`config.mk`:
```
export PLATFORM = sky130hd
export DESIGN_NAME = first_fit_slot_allocator
export DESIGN_NICKNAME = d
export VERILOG_FILES = /design/src/rtl/ffsa_pkg.sv /design/src/rtl/ffsa_ctrl.sv /design/src/rtl/ffsa_dp.sv /design/src/rtl/first_fit_slot_allocator.sv
export SDC_FILE = /design/constraint.sdc
export NUM_CORES = 1
export LEC_CHECK = 0
export BUFFER_PORTS_ARGS = -buffer_cell sky130_fd_sc_hd__buf_2
export CORE_ASPECT_RATIO = 0.8
export CORE_UTILIZATION = 24
export DETAILED_ROUTE_END_ITERATION = 6
export HOLD_SLACK_MARGIN = 0.06
export SLEW_MARGIN = 20
export SYNTH_ARGS = -nofsm -noshare
export SYNTH_HDL_FRONTEND = slang
export SYNTH_SLANG_ARGS = --single-unit
```
`constraint.sdc`:
```
create_clock -name i_clk -period 8.7 [get_ports i_clk]
set_input_delay 1.74 -clock i_clk [delete_from_list [all_inputs] [get_ports i_clk]]
set_output_delay 1.74 -clock i_clk [all_outputs]
set_load 0.005 [all_outputs]
```
`src/rtl/ffsa_pkg.sv`:
```
`default_nettype none
package ffsa_pkg;

    localparam logic FUNC_ALLOC = 1'b0;
    localparam logic FUNC_FREE  = 1'b1;

    localparam logic [1:0] STS_OK        = 2'd0;
    localparam logic [1:0] STS_NO_SPACE  = 2'd1;
    localparam logic [1:0] STS_ZERO      = 2'd2;
    localparam logic [1:0] STS_BAD_RANGE = 2'd3;

    typedef enum logic [1:0] {
        ST_IDLE,
        ST_EVAL,
        ST_SCAN,
        ST_PUT
    } t_state;

    typedef struct packed {
        logic load;    // latch request, restart scan
        logic scan;    // examine one slot
        logic commit;  // update marks, write result register
    } t_cmd;

    typedef struct packed {
        logic is_zero;
        logic is_alloc;
        logic too_big;
        logic hit;
        logic scan_end;
        logic out_free;
    } t_sts;

endpackage
`default_nettype wire

```
`src/rtl/ffsa_ctrl.sv`:
```
`default_nettype none
module ffsa_ctrl (
    input  wire                i_clk,
    input  wire                i_rst_n,
    input  wire                i_s_axis_tvalid,
    output logic               o_s_axis_tready,
    input  ffsa_pkg::t_sts     i_sts,
    output ffsa_pkg::t_cmd     o_cmd
);

    ffsa_pkg::t_state r_state;
    ffsa_pkg::t_state n_state;

    always_ff @(posedge i_clk) begin
        if (!i_rst_n) begin
            r_state <= ffsa_pkg::ST_IDLE;
        end else begin
            r_state <= n_state;
        end
    end

    always_comb begin
        n_state         = r_state;
        o_cmd           = '0;
        o_s_axis_tready = 1'b0;
        case (r_state)
            ffsa_pkg::ST_IDLE: begin
                o_s_axis_tready = 1'b1;
                if (i_s_axis_tvalid) begin
                    o_cmd.load = 1'b1;
                    n_state    = ffsa_pkg::ST_EVAL;
                end
            end
            ffsa_pkg::ST_EVAL: begin
                if (i_sts.is_alloc && !i_sts.is_zero && !i_sts.too_big) begin
                    n_state = ffsa_pkg::ST_SCAN;
                end else begin
                    n_state = ffsa_pkg::ST_PUT;
                end
            end
            ffsa_pkg::ST_SCAN: begin
                o_cmd.scan = 1'b1;
                if (i_sts.hit || i_sts.scan_end) begin
                    n_state = ffsa_pkg::ST_PUT;
                end
            end
            ffsa_pkg::ST_PUT: begin
                if (i_sts.out_free) begin
                    o_cmd.commit = 1'b1;
                    n_state      = ffsa_pkg::ST_IDLE;
                end
            end
            default: begin
                n_state = ffsa_pkg::ST_IDLE;
            end
        endcase
    end

endmodule
`default_nettype wire

```
`src/rtl/ffsa_dp.sv`:
```
`default_nettype none
module ffsa_dp #(
    parameter int POOL_SLOTS = 16
) (
    input  wire                i_clk,
    input  wire                i_rst_n,
    input  ffsa_pkg::t_cmd     i_cmd,
    output ffsa_pkg::t_sts     o_sts,
    input  wire [15:0]         i_s_axis_tdata,
    input  wire                i_s_axis_tuser,
    output logic               o_m_axis_tvalid,
    input  wire                i_m_axis_tready,
    output logic [7:0]         o_m_axis_tdata,
    output logic [1:0]         o_m_axis_tuser
);

    localparam int IW = (POOL_SLOTS > 1) ? $clog2(POOL_SLOTS) : 1;
    localparam int CW = ((IW > 5) ? IW : 5) + 1;

    logic [POOL_SLOTS-1:0] r_busy;
    logic                  r_func;
    logic [4:0]            r_cnt;
    logic [3:0]            r_req_start;
    logic [IW-1:0]         r_idx;
    logic [4:0]            r_run;
    logic                  r_hit;
    logic [CW-1:0]         r_start;
    logic                  r_o_valid;
    logic [1:0]            r_o_status;
    logic [3:0]            r_o_grant;

    logic                  slot_free;
    logic                  hit;
    logic                  scan_end;
    logic                  is_zero;
    logic                  too_big;
    logic                  bad_range;
    logic [CW-1:0]         cnt_w;
    logic [CW-1:0]         req_start_w;
    logic [CW-1:0]         mark_lo;
    logic [CW-1:0]         mark_hi;
    logic [POOL_SLOTS-1:0] mark_mask;
    logic [1:0]            res_status;
    logic                  out_free;

    assign cnt_w       = CW'(r_cnt);
    assign req_start_w = CW'(r_req_start);
    assign is_zero     = (r_cnt == 5'd0);
    assign too_big     = (cnt_w > CW'(POOL_SLOTS));
    assign bad_range   = (req_start_w >= CW'(POOL_SLOTS))
                      || ((req_start_w + cnt_w) > CW'(POOL_SLOTS));

    // running length of free slots ending at the scanned slot
    assign slot_free = !r_busy[r_idx];
    assign hit       = slot_free && (({1'b0, r_run} + 6'd1) == {1'b0, r_cnt});
    assign scan_end  = (r_idx == IW'(POOL_SLOTS - 1));

    assign mark_lo = (r_func == ffsa_pkg::FUNC_ALLOC) ? r_start : req_start_w;
    assign mark_hi = mark_lo + cnt_w;

    always_comb begin
        for (int j = 0; j < POOL_SLOTS; j++) begin
            mark_mask[j] = (CW'(j) >= mark_lo) && (CW'(j) < mark_hi);
        end
    end

    always_comb begin
        if (is_zero) begin
            res_status = ffsa_pkg::STS_ZERO;
        end else if (r_func == ffsa_pkg::FUNC_FREE) begin
            res_status = bad_range ? ffsa_pkg::STS_BAD_RANGE : ffsa_pkg::STS_OK;
        end else begin
            res_status = r_hit ? ffsa_pkg::STS_OK : ffsa_pkg::STS_NO_SPACE;
        end
    end

    assign out_free = !r_o_valid || i_m_axis_tready;

    always_ff @(posedge i_clk) begin
        if (i_cmd.load) begin
            r_func      <= i_s_axis_tuser;
            r_cnt       <= i_s_axis_tdata[4:0];
            r_req_start <= i_s_axis_tdata[8:5];
        end
        if (i_cmd.scan && hit) begin
            r_start <= CW'(r_idx) - cnt_w + CW'(1);
        end
        if (i_cmd.commit) begin
            r_o_status <= res_status;
            r_o_grant  <= (res_status == ffsa_pkg::STS_OK && r_func == ffsa_pkg::FUNC_ALLOC)
                          ? r_start[3:0] : 4'd0;
        end
    end

    always_ff @(posedge i_clk) begin
        if (!i_rst_n) begin
            r_busy    <= '0;
            r_idx     <= '0;
            r_run     <= '0;
            r_hit     <= 1'b0;
            r_o_valid <= 1'b0;
        end else begin
            if (i_cmd.load) begin
                r_idx <= '0;
                r_run <= '0;
                r_hit <= 1'b0;
            end else if (i_cmd.scan) begin
                r_run <= slot_free ? (r_run + 5'd1) : 5'd0;
                if (hit) begin
                    r_hit <= 1'b1;
                end
                if (!scan_end) begin
                    r_idx <= r_idx + IW'(1);
                end
            end
            if (i_cmd.commit) begin
                if (res_status == ffsa_pkg::STS_OK) begin
                    if (r_func == ffsa_pkg::FUNC_ALLOC) begin
                        r_busy <= r_busy | mark_mask;
                    end else begin
                        r_busy <= r_busy & ~mark_mask;
                    end
                end
                r_o_valid <= 1'b1;
            end else if (i_m_axis_tready) begin
                r_o_valid <= 1'b0;
            end
        end
    end

    always_comb begin
        o_sts          = '0;
        o_sts.is_zero  = is_zero;
        o_sts.is_alloc = (r_func == ffsa_pkg::FUNC_ALLOC);
        o_sts.too_big  = too_big;
        o_sts.hit      = hit;
        o_sts.scan_end = scan_end;
        o_sts.out_free = out_free;
    end

    assign o_m_axis_tvalid = r_o_valid;
    assign o_m_axis_tdata  = {4'd0, r_o_grant};
    assign o_m_axis_tuser  = r_o_status;

endmodule
`default_nettype wire

```
`src/rtl/first_fit_slot_allocator.sv`:
```
// First-fit slot allocator over a pool of POOL_SLOTS busy marks. Each request
// (allocate or free) gives one result. A free, a zero-count request or an
// allocate larger than the pool goes from the evaluate state straight to the
// put state, which writes the result register. An allocate walks the bitmap
// one slot per cycle, keeping the length of the current free run. It stops at
// the first slot that completes a run of the requested length, and then goes
// to the put state. When no run is found the walk covers the whole pool.
// One request is in flight at a time. The next is taken the cycle after the
// previous result is loaded into the output register. That register holds the
// result until the sink takes it, and while it is still full the next result
// waits. Marks are flip-flops cleared by reset.
`default_nettype none
module first_fit_slot_allocator #(
    parameter int POOL_SLOTS = 16
) (
    input  wire         i_clk,
    input  wire         i_rst_n,
    input  wire         i_s_axis_tvalid,
    output logic        o_s_axis_tready,
    input  wire [15:0]  i_s_axis_tdata,   // [4:0] slot_count, [8:5] start_slot, rest 0
    input  wire         i_s_axis_tuser,   // [0] func
    output logic        o_m_axis_tvalid,
    input  wire         i_m_axis_tready,
    output logic [7:0]  o_m_axis_tdata,   // [3:0] granted_slot, rest 0
    output logic [1:0]  o_m_axis_tuser    // [1:0] status
);

    ffsa_pkg::t_cmd cmd;
    ffsa_pkg::t_sts sts;

    ffsa_ctrl u_ctrl (
        .i_clk           (i_clk),
        .i_rst_n         (i_rst_n),
        .i_s_axis_tvalid (i_s_axis_tvalid),
        .o_s_axis_tready (o_s_axis_tready),
        .i_sts           (sts),
        .o_cmd           (cmd)
    );

    ffsa_dp #(
        .POOL_SLOTS (POOL_SLOTS)
    ) u_dp (
        .i_clk           (i_clk),
        .i_rst_n         (i_rst_n),
        .i_cmd           (cmd),
        .o_sts           (sts),
        .i_s_axis_tdata  (i_s_axis_tdata),
        .i_s_axis_tuser  (i_s_axis_tuser),
        .o_m_axis_tvalid (o_m_axis_tvalid),
        .i_m_axis_tready (i_m_axis_tready),
        .o_m_axis_tdata  (o_m_axis_tdata),
        .o_m_axis_tuser  (o_m_axis_tuser)
    );

endmodule
`default_nettype wire

```
==> run_results.csv <==
group,metric,value,unit
timing,final_max_slew_viol_count,0,
drt,route.vias.total,2633,
global_routing,grt_antenna_before_repair,0,
power_and_ir_drop,power.share.sequential,34.2,%
critical_path,crit_required,8.92,ns
floorplan,placementRows,38,
critical_path,crit_fanout,22,
clock_tree,clk_pin_slew_worst_paths,0.07,ns
global_routing,grt_usage,11.6,%
logic_synthesis,syn-cell-area,0.00335,mm2
logic_synthesis,synth_edf_count,22,
final_layout,drive_above_1_share,11.4,%
critical_path,setup.worst_path.start_class,"flop",
power_and_ir_drop,p_switching,0.000357,W
clock_tree,clk_path_buf_depth,2,
clock_tree,cts_buffers,5,
clock_tree,cts_root_buffer,"clkbuf_16",
timing,fin_crit_sh,43.0,%
global_routing,grt_pass1_vias,2538,
logic_synthesis,netlist_instances,342,
clock_tree,htree_levels,2,
critical_path,worstSetupPathType,"reg -> reg",
power_and_ir_drop,p_clk_share,26.9,%
final_layout,utilization,27.9,%
critical_path,crit_path_end_kind,"flop",
power_and_ir_drop,power.internal,0.000598,W
critical_path,crit_arrival,3.96,ns
critical_path,cp_cell_sequence,"nor2b_1 > a21oi_1 > inv_1 > ha_1 > a21o_1 > a21o_1 > or3_1 > a21oi_1 > and2b_1 > o2111ai_1 > mux2i_1",
final_layout,multi_input_area,0.00193,mm2
place,hpwl,6140,um
place,dp.cells,533,
clock_tree,cts_sinks,51,
logic_synthesis,async_reset_ff_share,0,%
floorplan,fp.coreArea,0.0136,mm2
final_layout,mostFrequentLayoutCell,"dfxtp_1",
place,gp_congestion,0.934,
place,numPortBuffers,21,
timing,finClkSkew,0.00825,ns
final_layout,syn2layout_area_growth,13.4,%
floorplan,io_pins,33,
power_and_ir_drop,comb_power_share,38.9,%
clock_tree,clk_latency,0.30,ns
clock_tree,cts_tree,"done",
clock_tree,cts_setup_buffers,0,
critical_path,crit_family,"compound AO/OA/AOI/OAI gates",
status,outcome,"finished, final reports clean",
critical_path,cp_slowest_cell,"edfxtp_1",
global_routing,grt_remaining_overflow,0,
drt,drt_iter0_drc,276,
floorplan,dieArea,0.0144,mm2
logic_synthesis,synthFlopType,"dfxtp_1",
logic_synthesis,synth_top_area_share,19.7,%
logic_synthesis,synthTopCellsByArea,"edfxtp_1, dfxtp_1, ha_1, mux2i_1, inv_1",
final_layout,regArea,0.00124,mm2
timing,worstMarginPinSlew,0.777,ns
final_layout,nFillCells,1463,
power_and_ir_drop,irDropWorstVdd,0.0870,mV
drt,first_pass_iters,5,
timing,setup-tns-final,0,ns
timing,max_freq,267,MHz
floorplan,die_y,108,um
global_routing,grt_pass1_wl,12900,um
timing,setup-violations-final,0,
global_routing,grt_max_degree,23,
drt,wirelength,8080,um
timing,rsz0062_at_grt,"false",
hold_path,hold_path_class,"reg -> reg",
logic_synthesis,postSynthAreaPerCell,9.80,um2
drt,wl_per_cell,14.9,um
power_and_ir_drop,swShare,37.4,%
clock_tree,cts_resized,0,
final_layout,layout_common_cells,"dfxtp_1, inv_1, nor2_1",
power_and_ir_drop,p_per_area,251,mW/mm2
timing,fin_crit,3.74,ns
critical_path,critPathMaxStageDelay,0.86,ns
logic_synthesis,ys_warn_count,0,
job,max-cap-violations,0,
final_layout,nNetsFinal,407,
logic_synthesis,yosysSeqAreaShare,37.0,%
power_and_ir_drop,p_leak,1.56,nW
drt,antenna_left,0,
timing,hold_viol,0,
drt,drc,0,
drt,via_per_inst,4.87,
timing,slew_headroom,48.2,%
floorplan,start_util,24.7,%
logic_synthesis,synth_seq_cells,51,
floorplan,die_w,134,um
clock_tree,cts_hold_buffers,0,
critical_path,cp_num_buf_inv,1,
final_layout,diodes,0,
final_layout,fin_cells,541,
logic_synthesis,ys_types,62,
logic_synthesis,synth_top_area_cell,"edfxtp_1",
## cell usage after synthesis (3+ instances only)
cell and number:
a211oi_1 7, a21oi_1 20, and3_1 6, inv_1 28, nand2_1 26, nor3_1 3, a21o_1 7, nor2_1 27
buf_4 6, fa_1 3, dfxtp_1 29, mux2i_1 14, clkbuf_1 4, ha_1 23, mux4_1 4, xor2_1 8
nor2b_1 7, o221ai_1 3, xnor2_1 10, nor3b_1 3, nand3_1 9, o21ai_0 7, and2_1 9, edfxtp_1 22
or3_1 4, nand2b_1 6
## layer usage
metal,routed length [um],GRT usage [%],vias up,part of all wire (%)
li1,-,-,1265,-
met1,3910,16.0,1254,48
met2,3450,17.5,96,43
met3,591,3.25,18,7.3
met4,132,3.21,0,1.6
met5,0,0,-,0
## worst reg2reg max path: cells and delay by family, from the launching register on
kind                     cells  cell delay, ns
AO/OA/AOI/OAI                5            1.26
flip-flops                   1            0.86
AND/OR/NAND/NOR              3            0.85
adder cells (fa/ha/maj)      1            0.30
multiplexers                 1            0.22
buffers and inverters        1            0.17
## cell type report
| type | instances | area share (%) |
|---|---|---|
| multi-input combinational | 253 | 50.8 |
| tap | 180 | 5.93 |
| clock inverter | 3 | 1.78 |
| clock buffer | 5 | 3.29 |
| sequential | 51 | 32.7 |
| inverter | 28 | 2.77 |
| timing repair buffer | 21 | 2.77 |
## kinds of logic (layout without fill, tap and decap cells)
kind of cell,after synthesis,in the layout,synth area share [%]
xor+xnor,18,18,4.70
flops,51,51,37.0
buf+inv,41,57,5.71
fa+ha+maj,26,26,10.4
mux,20,20,8.10
other cells,1,4,0.112
compound gates,72,72,16.5
simple gates,113,113,17.5
## final timing paths
check             cells after the start    to  slack (ns)        start
setup / recovery                     11  flop        4.96  u_dp.r_func
setup reg to reg                     11  flop        4.96  u_dp.r_func
hold / removal                        2  flop        0.46         flop
hold reg to reg                       2  flop        0.46         flop
## power groups by stage
stage | logic, W | registers [W] | clock network [W]
4_1_cts | 0.000366 | 0.000325 | 0.000263
5_1_grt | 0.000410 | 0.000330 | 0.000272
2_1_floorplan | 0.000299 | 0.000308 | 0
6_report | 0.000372 | 0.000326 | 0.000257
3_5_place_dp | 0.000364 | 0.000331 | 0
3_3_place_gp | 0.000351 | 0.000329 | 0
## through the flow
step	hold WS [ns]	area (um2)	setup WS, ns	total power (W)
after floorplan	0.430	3360	5.48	0.000607
after global placement	0.443	3610	5.11	0.000680
after detailed placement	0.449	3610	5.04	0.000694
after CTS	0.460	3800	4.99	0.000954
after global routing	0.487	3800	4.67	0.00101
final	0.461	3800	4.96	0.000955
(Power assumes the default switching activity.)
